<file path="src/design/temp_scratchpad_crc_alarm_core_macros.svh">
// Assertion helpers for the core design file.
`ifndef TEMP_SCRATCHPAD_CRC_ALARM_CORE_MACROS_SVH
`define TEMP_SCRATCHPAD_CRC_ALARM_CORE_MACROS_SVH

// Same-cycle implication, checked at every rising clock edge outside reset
`define TSCA_ASSERT_IMPL(label, ante, cons) \
    label: assert property (@(posedge clk) disable iff (!rst_n) (ante) |-> (cons)) \
        else $error("tsca: same-cycle check failed");

// Next-cycle implication, checked at every rising clock edge outside reset
`define TSCA_ASSERT_NEXT(label, ante, cons) \
    label: assert property (@(posedge clk) disable iff (!rst_n) (ante) |=> (cons)) \
        else $error("tsca: next-cycle check failed");

`endif

</file>
<file path="src/design/tsca_pkg.sv">
package tsca_pkg;

    // Default geometry
    localparam int SCRATCH_BYTES_DEF = 9;
    localparam int NUM_SENSORS_DEF   = 3;

    // Field widths
    localparam int SENSOR_W = 2;
    localparam int BYTE_W   = 8;
    localparam int TEMP_W   = 16;
    localparam int LIMIT_W  = 12;
    localparam int DUTY_W   = 8;
    localparam int CFG_IDX_W = 2;
    localparam int CFG_DATA_W = 12;

    // Stream word layout
    localparam int S_TUSER_W = 3;   // sensor_id, frame_start
    localparam int M_TDATA_W = 40;  // 35 payload bits, zero padded to bytes
    localparam int M_TUSER_W = 2;   // result_sensor

    // Reflected Dallas/Maxim CRC-8 polynomial
    localparam logic [7:0] CRC_POLY_REFL = 8'b1000_1100;

    // Configuration reset values
    localparam logic signed [LIMIT_W-1:0] LOW_LIMIT_RST  = 12'sd80;
    localparam logic signed [LIMIT_W-1:0] HIGH_LIMIT_RST = 12'sd400;
    localparam logic [DUTY_W-1:0]         ALARM_DUTY_RST = 8'd200;

    // Configuration register indexes
    typedef enum logic [CFG_IDX_W-1:0] {
        REG_LOW_LIMIT  = 2'd0,
        REG_HIGH_LIMIT = 2'd1,
        REG_ALARM_DUTY = 2'd2
    } cfg_reg_t;

    // One result word
    typedef struct packed {
        logic [SENSOR_W-1:0]      sensor;
        logic signed [TEMP_W-1:0] temperature;
        logic                     crc_ok;
        logic [7:0]               crc_value;
        logic                     out_of_range;
        logic [DUTY_W-1:0]        drive_duty;
        logic                     bus_reset_request;
    } result_t;

    // One byte of the reflected CRC-8, unrolled over eight bit steps
    function automatic logic [7:0] crc8_byte(input logic [7:0] crc_in,
                                             input logic [7:0] data_in);
        logic [7:0] crc;
        logic [7:0] data;
        logic       fb;
        crc  = crc_in;
        data = data_in;
        for (int k = 0; k < 8; k++) begin
            fb   = crc[0] ^ data[0];
            crc  = crc >> 1;
            data = data >> 1;
            if (fb)
            begin
                crc = crc ^ CRC_POLY_REFL;
            end
        end
        return crc;
    endfunction

endpackage

</file>
<file path="src/design/temp_scratchpad_crc_alarm_core.sv">
// Channel   Dir  Handshake           Payload
// s_*       in   s_tvalid/s_tready   tdata: scratch_byte; tuser: sensor_id, frame_start
// m_*       out  m_tvalid/m_tready   tdata: result fields; tuser: result_sensor
// cfg_*     in   cfg_valid/cfg_ready cfg_index, cfg_data (always ready)
//
// One byte word is taken per cycle while s_tready is high; the CRC step, capture and
// alarm check all finish in the accepting cycle. The result word is registered into
// the result register, or into the skid register (a two-deep output holding a second
// result word while m_tready is low); s_tready drops only when both are full.
// rst_n clears the byte count, CRC, alarm flags, duty and limits to reset values.

`include "temp_scratchpad_crc_alarm_core_macros.svh"

module temp_scratchpad_crc_alarm_core #(
    parameter int SCRATCH_BYTES = tsca_pkg::SCRATCH_BYTES_DEF,
    parameter int NUM_SENSORS   = tsca_pkg::NUM_SENSORS_DEF
) (
    input  logic                              clk,
    input  logic                              rst_n,
    // slave stream
    input  logic                              s_tvalid,
    output logic                              s_tready,
    input  logic [tsca_pkg::BYTE_W-1:0]       s_tdata,   // [7:0] scratch_byte
    input  logic [tsca_pkg::S_TUSER_W-1:0]    s_tuser,   // [1:0] sensor_id, [2] frame_start
    // master stream
    output logic                              m_tvalid,
    input  logic                              m_tready,
    output logic [tsca_pkg::M_TDATA_W-1:0]    m_tdata,   // [15:0] temperature,
                                                         // [16] crc_ok,
                                                         // [24:17] crc_value,
                                                         // [25] out_of_range,
                                                         // [33:26] drive_duty,
                                                         // [34] bus_reset_request,
                                                         // [39:35] zero
    output logic [tsca_pkg::M_TUSER_W-1:0]    m_tuser,   // [1:0] result_sensor
    // configuration writes
    input  logic                              cfg_valid,
    output logic                              cfg_ready,
    input  logic [tsca_pkg::CFG_IDX_W-1:0]    cfg_index,
    input  logic [tsca_pkg::CFG_DATA_W-1:0]   cfg_data
);

    localparam int CNT_W = $clog2(SCRATCH_BYTES);
    localparam logic [CNT_W-1:0] LAST_BYTE = CNT_W'(SCRATCH_BYTES - 1);
    localparam logic [CNT_W-1:0] TEMP_HI_BYTE = CNT_W'(1);
    localparam logic [tsca_pkg::SENSOR_W:0] SENSOR_LIMIT =
        (tsca_pkg::SENSOR_W + 1)'(NUM_SENSORS);

    // Configuration registers
    logic signed [tsca_pkg::LIMIT_W-1:0] low_limit_reg;
    logic signed [tsca_pkg::LIMIT_W-1:0] high_limit_reg;
    logic [tsca_pkg::DUTY_W-1:0]         alarm_duty_reg;

    // Frame state
    logic [CNT_W-1:0]                byte_count_reg, byte_count_next;
    logic [7:0]                      crc_reg, crc_next;
    logic [tsca_pkg::BYTE_W-1:0]     temp_lo_reg, temp_hi_reg;
    logic [tsca_pkg::SENSOR_W-1:0]   sensor_reg, sensor_next;
    logic [NUM_SENSORS-1:0]          flags_reg, flags_next;
    logic [tsca_pkg::DUTY_W-1:0]     duty_reg, duty_next;

    // Output stage
    logic                            out_valid_reg, skid_valid_reg;
    tsca_pkg::result_t               out_reg, skid_reg, res_next;

    logic                            in_acc, out_pop, push;
    logic                            frame_start;
    logic [tsca_pkg::SENSOR_W-1:0]   sensor_id;
    logic [CNT_W-1:0]                eff_count;
    logic                            is_first, is_last;
    logic [7:0]                      crc_base;
    logic signed [tsca_pkg::TEMP_W-1:0] temp_val, low_ext, high_ext;
    logic                            crc_match, alarm, sensor_known, flag_out;

    assign cfg_ready   = 1'b1;
    assign s_tready    = !skid_valid_reg;
    assign in_acc      = s_tvalid && s_tready;
    assign out_pop     = m_tvalid && m_tready;
    assign sensor_id   = s_tuser[tsca_pkg::SENSOR_W-1:0];
    assign frame_start = s_tuser[tsca_pkg::SENSOR_W];

    // Write configuration registers
    always_ff @(posedge clk or negedge rst_n)
    begin
        if (!rst_n)
        begin
            low_limit_reg  <= tsca_pkg::LOW_LIMIT_RST;
            high_limit_reg <= tsca_pkg::HIGH_LIMIT_RST;
            alarm_duty_reg <= tsca_pkg::ALARM_DUTY_RST;
        end
        else if (cfg_valid && cfg_ready)
        begin
            unique case (cfg_index)
                tsca_pkg::REG_LOW_LIMIT:  low_limit_reg  <= cfg_data;
                tsca_pkg::REG_HIGH_LIMIT: high_limit_reg <= cfg_data;
                tsca_pkg::REG_ALARM_DUTY: alarm_duty_reg <= cfg_data[tsca_pkg::DUTY_W-1:0];
                default:                  ;
            endcase
        end
    end

    // Position in frame; count zero always opens a new frame
    assign eff_count = frame_start ? '0 : byte_count_reg;
    assign is_first  = (eff_count == '0);
    assign is_last   = (eff_count == LAST_BYTE);
    assign crc_base  = is_first ? 8'h00 : crc_reg;

    // Evaluate the CRC byte against stored frame state
    assign temp_val  = {temp_hi_reg, temp_lo_reg};
    assign low_ext   = {{(tsca_pkg::TEMP_W - tsca_pkg::LIMIT_W){low_limit_reg[tsca_pkg::LIMIT_W-1]}},
                        low_limit_reg};
    assign high_ext  = {{(tsca_pkg::TEMP_W - tsca_pkg::LIMIT_W){high_limit_reg[tsca_pkg::LIMIT_W-1]}},
                        high_limit_reg};
    assign crc_match = (crc_reg == s_tdata);
    assign alarm     = (temp_val < low_ext) || (temp_val > high_ext);
    assign sensor_known = ({1'b0, sensor_reg} < SENSOR_LIMIT);

    // Next frame state and alarm update
    always_comb
    begin
        byte_count_next = byte_count_reg;
        crc_next        = crc_reg;
        sensor_next     = is_first ? sensor_id : sensor_reg;
        flags_next      = flags_reg;
        duty_next       = duty_reg;
        flag_out        = 1'b0;
        if (is_last)
        begin
            byte_count_next = '0;
            crc_next        = 8'h00;
            if (sensor_known && crc_match)
            begin
                duty_next = alarm ? alarm_duty_reg : '0;
            end
            for (int i = 0; i < NUM_SENSORS; i++)
            begin
                if (sensor_reg == tsca_pkg::SENSOR_W'(i))
                begin
                    if (crc_match)
                    begin
                        flags_next[i] = alarm;
                    end
                    flag_out = flags_next[i];
                end
            end
        end
        else
        begin
            byte_count_next = eff_count + CNT_W'(1);
            crc_next        = tsca_pkg::crc8_byte(crc_base, s_tdata);
        end
    end

    // Assemble the result word
    always_comb
    begin
        res_next.sensor            = sensor_reg;
        res_next.temperature       = temp_val;
        res_next.crc_ok            = crc_match;
        res_next.crc_value         = crc_reg;
        res_next.out_of_range      = flag_out;
        res_next.drive_duty        = duty_next;
        res_next.bus_reset_request = !crc_match;
    end

    assign push = in_acc && is_last;

    // Advance frame state on each accepted word
    always_ff @(posedge clk or negedge rst_n)
    begin
        if (!rst_n)
        begin
            byte_count_reg <= '0;
            crc_reg        <= 8'h00;
            sensor_reg     <= '0;
            flags_reg      <= '0;
            duty_reg       <= '0;
            temp_lo_reg    <= '0;
            temp_hi_reg    <= '0;
        end
        else if (in_acc)
        begin
            byte_count_reg <= byte_count_next;
            crc_reg        <= crc_next;
            sensor_reg     <= sensor_next;
            flags_reg      <= flags_next;
            duty_reg       <= duty_next;
            if (is_first)
            begin
                temp_lo_reg <= s_tdata;
            end
            if (eff_count == TEMP_HI_BYTE)
            begin
                temp_hi_reg <= s_tdata;
            end
        end
    end

    // Output and skid occupancy
    always_ff @(posedge clk or negedge rst_n)
    begin
        if (!rst_n)
        begin
            out_valid_reg  <= 1'b0;
            skid_valid_reg <= 1'b0;
        end
        else if (out_pop)
        begin
            if (skid_valid_reg)
            begin
                skid_valid_reg <= 1'b0;
            end
            else
            begin
                out_valid_reg <= push;
            end
        end
        else if (push)
        begin
            if (out_valid_reg)
            begin
                skid_valid_reg <= 1'b1;
            end
            else
            begin
                out_valid_reg <= 1'b1;
            end
        end
    end

    // Output and skid payload
    always_ff @(posedge clk)
    begin
        if (out_pop)
        begin
            if (skid_valid_reg)
            begin
                out_reg <= skid_reg;
            end
            else if (push)
            begin
                out_reg <= res_next;
            end
        end
        else if (push)
        begin
            if (out_valid_reg)
            begin
                skid_reg <= res_next;
            end
            else
            begin
                out_reg <= res_next;
            end
        end
    end

    assign m_tvalid = out_valid_reg;
    assign m_tuser  = out_reg.sensor;
    assign m_tdata  = {5'b0,
                       out_reg.bus_reset_request,
                       out_reg.drive_duty,
                       out_reg.out_of_range,
                       out_reg.crc_value,
                       out_reg.crc_ok,
                       out_reg.temperature};

    // Skid holds data only behind a full result register
    `TSCA_ASSERT_IMPL(a_skid_behind_out, skid_valid_reg, out_valid_reg)
    // Byte count never passes the CRC byte
    `TSCA_ASSERT_IMPL(a_count_range, 1'b1, byte_count_reg <= LAST_BYTE)
    // A shown result is either a match or a bus reset request, never both
    `TSCA_ASSERT_IMPL(a_ok_vs_reset, m_tvalid, m_tdata[16] != m_tdata[34])
    // Closing a frame returns the count to zero
    `TSCA_ASSERT_NEXT(a_frame_closes, push, byte_count_reg == '0)

endmodule

</file>
<file path="config.mk">
export PLATFORM = sky130hd
export DESIGN_NAME = temp_scratchpad_crc_alarm_core
export DESIGN_NICKNAME = d
export VERILOG_FILES = /design/src/design/tsca_pkg.sv /design/src/design/temp_scratchpad_crc_alarm_core.sv
export VERILOG_INCLUDE_DIRS = /design/src /design/src/design
export SDC_FILE = /design/constraint.sdc
export NUM_CORES = 1
export LEC_CHECK = 0
export BUFFER_PORTS_ARGS = -buffer_cell sky130_fd_sc_hd__buf_2
export CORE_MARGIN = 2
export CORE_UTILIZATION = 53
export CTS_CLUSTER_SIZE = 14
export DETAILED_ROUTE_END_ITERATION = 16
export HOLD_SLACK_MARGIN = 0.12
export PLACE_DENSITY_LB_ADDON = 0.15
export SKIP_LAST_GASP = 1
export SLEW_MARGIN = 20
export SYNTH_ARGS = -nofsm -noshare
export SYNTH_HDL_FRONTEND = slang
export SYNTH_SLANG_ARGS = --single-unit
export TNS_END_PERCENT = 1
</file>
<file path="constraint.sdc">
create_clock -name clk -period 3.7 [get_ports clk]
set_input_delay 0.74 -clock clk [delete_from_list [all_inputs] [get_ports clk]]
set_output_delay 0.74 -clock clk [all_outputs]
set_load 0.05 [all_outputs]
</file>
==> metrics.txt <==
CP max stage delay ~550 ps; WP data arrival 3180 ps; TritonCTS buffer count 17; post-synth top area share slightly above 30%; crit path time final 2920 ps; core area approximately 0.013 mm²; area leader, netlist edfxtp_1; Post-CTS Setup Inserts 0; worst-margin pin slew approximately 1000 ps; Crit Path Category reg2reg; I/O pins 75; fraction of registers with async set/reset around half; CP Depth 8; HP Class in2async; worst reg-to-reg setup slack 780 ps; post-detailed-route wirelength per cell 16.9 µm; fin util 63.3%; R2R Path End m_tdata[28]; post-route ant nets 0; Post-synth top flop edfxtp_1; clock tree buffer depth 2; DRC 0; R2R Path Start temp_hi_reg[6]; setup violators final 0; Starting Density 54.6%; Critical Path Fanout Max 14; Hold Slack ~240 ps; Max Clock Freq 0.343 GHz; Synth Area per Inst 11.7 µm²; skew final ~8.6 ps; setup TNS 0 ps; placed wire-length estimate ~11000 µm; CP endpoint m_tdata[28]; Yosys reg bits 149; initial drt markers 332; DR vias/cell 5.39; total of max-cap violations 0; vias 4728; Post-Syn Instances 618; clk root buf clkbuf_16; CP max-delay cell or4_4; CTS Hold Bufs 0; layout overhead on the synthesized area 15.9%; H-tree levels 4; post-CTS resize count 0; Pre-Repair DR Iteration Count 5; Clk Latency, worst-skew pair around 420 ps; LEAKAGE 0.00378 µW; initial antenna violation count 0; Die Ht 121 µm; Crit. Startpoint temp_hi_reg[6]; Ys Warns 0; Post-synth EDFFs 74; max FFs per register 37; ANT cells 0; row cnt 42; fin cells 877; I/O Buffers ~70; synthesized area 0.00726 mm²; gr ovfl total 0; die width 121 µm; pre-CTS WS 572 ps; largest net degree at the start of global routing 76; final-report hold violation count 0; CP Launch Type flop; CP delay by family, top compound AO/OA/AOI/OAI gates; worst r2r path cells 8; Crit path buffers/inverters 0; final WL 14800 µm; CP endpoint kind flop; largest cells by area after synthesis edfxtp_1 31%, dfrtp_1 23%, mux2_2 6.5%; fraction of layout cells with a size suffix above 1 26.0%; status complete, no violations; VDD IR max 0.378 mV; Clk pin slew, worst setup/hold paths 60 ps; sequential area share after synthesis 56.6%; die area around 0.015 mm²; WP data required 3970 ps; global-route wire length before repair 23900 µm; final setup margin between 700 and 800 ps; Rel. slew slack between 30% and 40%; Sink Count ~150; Pwr per Cell Area ~660 mW/mm²; Placed Instances about 840; vias in the first global route around 4600; CTS tree built; crit share post-route between 70 and 80%; GRT Total Usage 21.6%; count of pins over their slew limit 0; CP cell instances ha_1 > nand4_2 > or4_4 > a21oi_2 > nor3_1 > o221ai_4 > a31oi_1 > a21oi_1; Placer Congestion about 0.84; Final nets roughly 750; RSZ-0062 raised after global routing false; Yosys cell types 58
==> worst register-to-register path: cells and delay by family, from the launching register on <==
| family | cells | cell delay (ps) |
|---|---|---|
| AO/OA/AOI/OAI | 4 | 1130 |
| adder cells (fa/ha/maj) | 1 | 380 |
| flip-flops | 1 | 480 |
| AND/OR/NAND/NOR | 3 | 770 |
==> layout make-up <==
| class | instances | area, µm² |
|---|---|---|
| Clock buffer | 22 | 454 |
| Clock inverter | 10 | 178 |
| Fill cell | 1052 | 4880 |
| Inverter | 40 | 150 |
| Multi-Input combinational cell | 401 | 2860 |
| Sequential cell | 149 | 4110 |
| Tap cell | 176 | 220 |
| Timing Repair Buffer | 79 | 445 |
==> placed cells by master, fill, tap and decap left out, drive strengths merged, types with 20 or more instances in the layout <==
cell type and instances:
nor2 22, ha 34, mux2 42, edfxtp 74, buf 79, o21ai 31
dfrtp 67, nand2 124, a21oi 20, inv 40, clkbuf 22
==> synthesized netlist by cell type (3+ instances only) <==
library cell / number
a21o_1: 5
a21oi_1: 16
a21oi_2: 4
a22o_1: 4
a31oi_1: 5
a31oi_4: 5
and3_1: 4
buf_4: 8
clkbuf_1: 19
dfrtp_1: 67
dfstp_2: 8
edfxtp_1: 74
ha_1: 34
inv_1: 39
mux2_2: 42
nand2_1: 124
nand2b_1: 5
nand3_1: 8
nand4_1: 3
nor2_1: 22
nor2b_1: 11
nor3_1: 5
nor3b_1: 3
o21ai_0: 21
o21ai_1: 9
o31ai_1: 5
xnor2_1: 15
xor2_1: 14
==> logic make-up after synthesis <==
kind of cell | Yosys count | synth area share, %
compound gates | 90 | 9.50
xor+xnor | 34 | 4.89
fa+ha+maj | 34 | 5.86
buf+inv | 72 | 4.50
flops | 149 | 56.6
mux | 42 | 6.51
other cells | 2 | 0.103
simple gates | 195 | 12.0
==> where the power goes <==
group | switching (µW) | leakage, µW | internal [µW]
clock network | 634 | 0.000308 | 1210
registers | 306 | 0.00161 | 2010
logic | 731 | 0.00186 | 681
==> metal layers <==
layer  up-vias  track usage (%)  share of wire [%]
li1       2275                -                  -
met1      2325             29.5                 46
met2       113             34.0                 48
met3        15             5.55                5.3
met4         0             7.34                1.1
met5         -                0                  0
==> metrics by stage <==
step | total power [µW] | area (µm²)
6_report | 5570 | 8410
5_1_grt | 5880 | 8410
4_1_cts | 5600 | 8390
3_5_place_dp | 3750 | 7750
3_3_place_gp | 3680 | 7750
2_1_floorplan | 3420 | 7280
==> how the worst min path moves through the flow <==
stage / startpoint / end / slack (ps) / depth (start not counted)
finish: rst_n / low_limit_reg[9] / 240 / 1
global route: rst_n / low_limit_reg[8] / 260 / 1
CTS: duty_reg[3] / duty_reg[3] / 490 / 2
detailed placement: duty_reg[3] / duty_reg[3] / 470 / 2
global placement: duty_reg[3] / duty_reg[3] / 460 / 2
floorplan: crc_reg[1] / skid_reg[11] / 420 / 0
No activity file was read; power rests on OpenSTA's default activity.
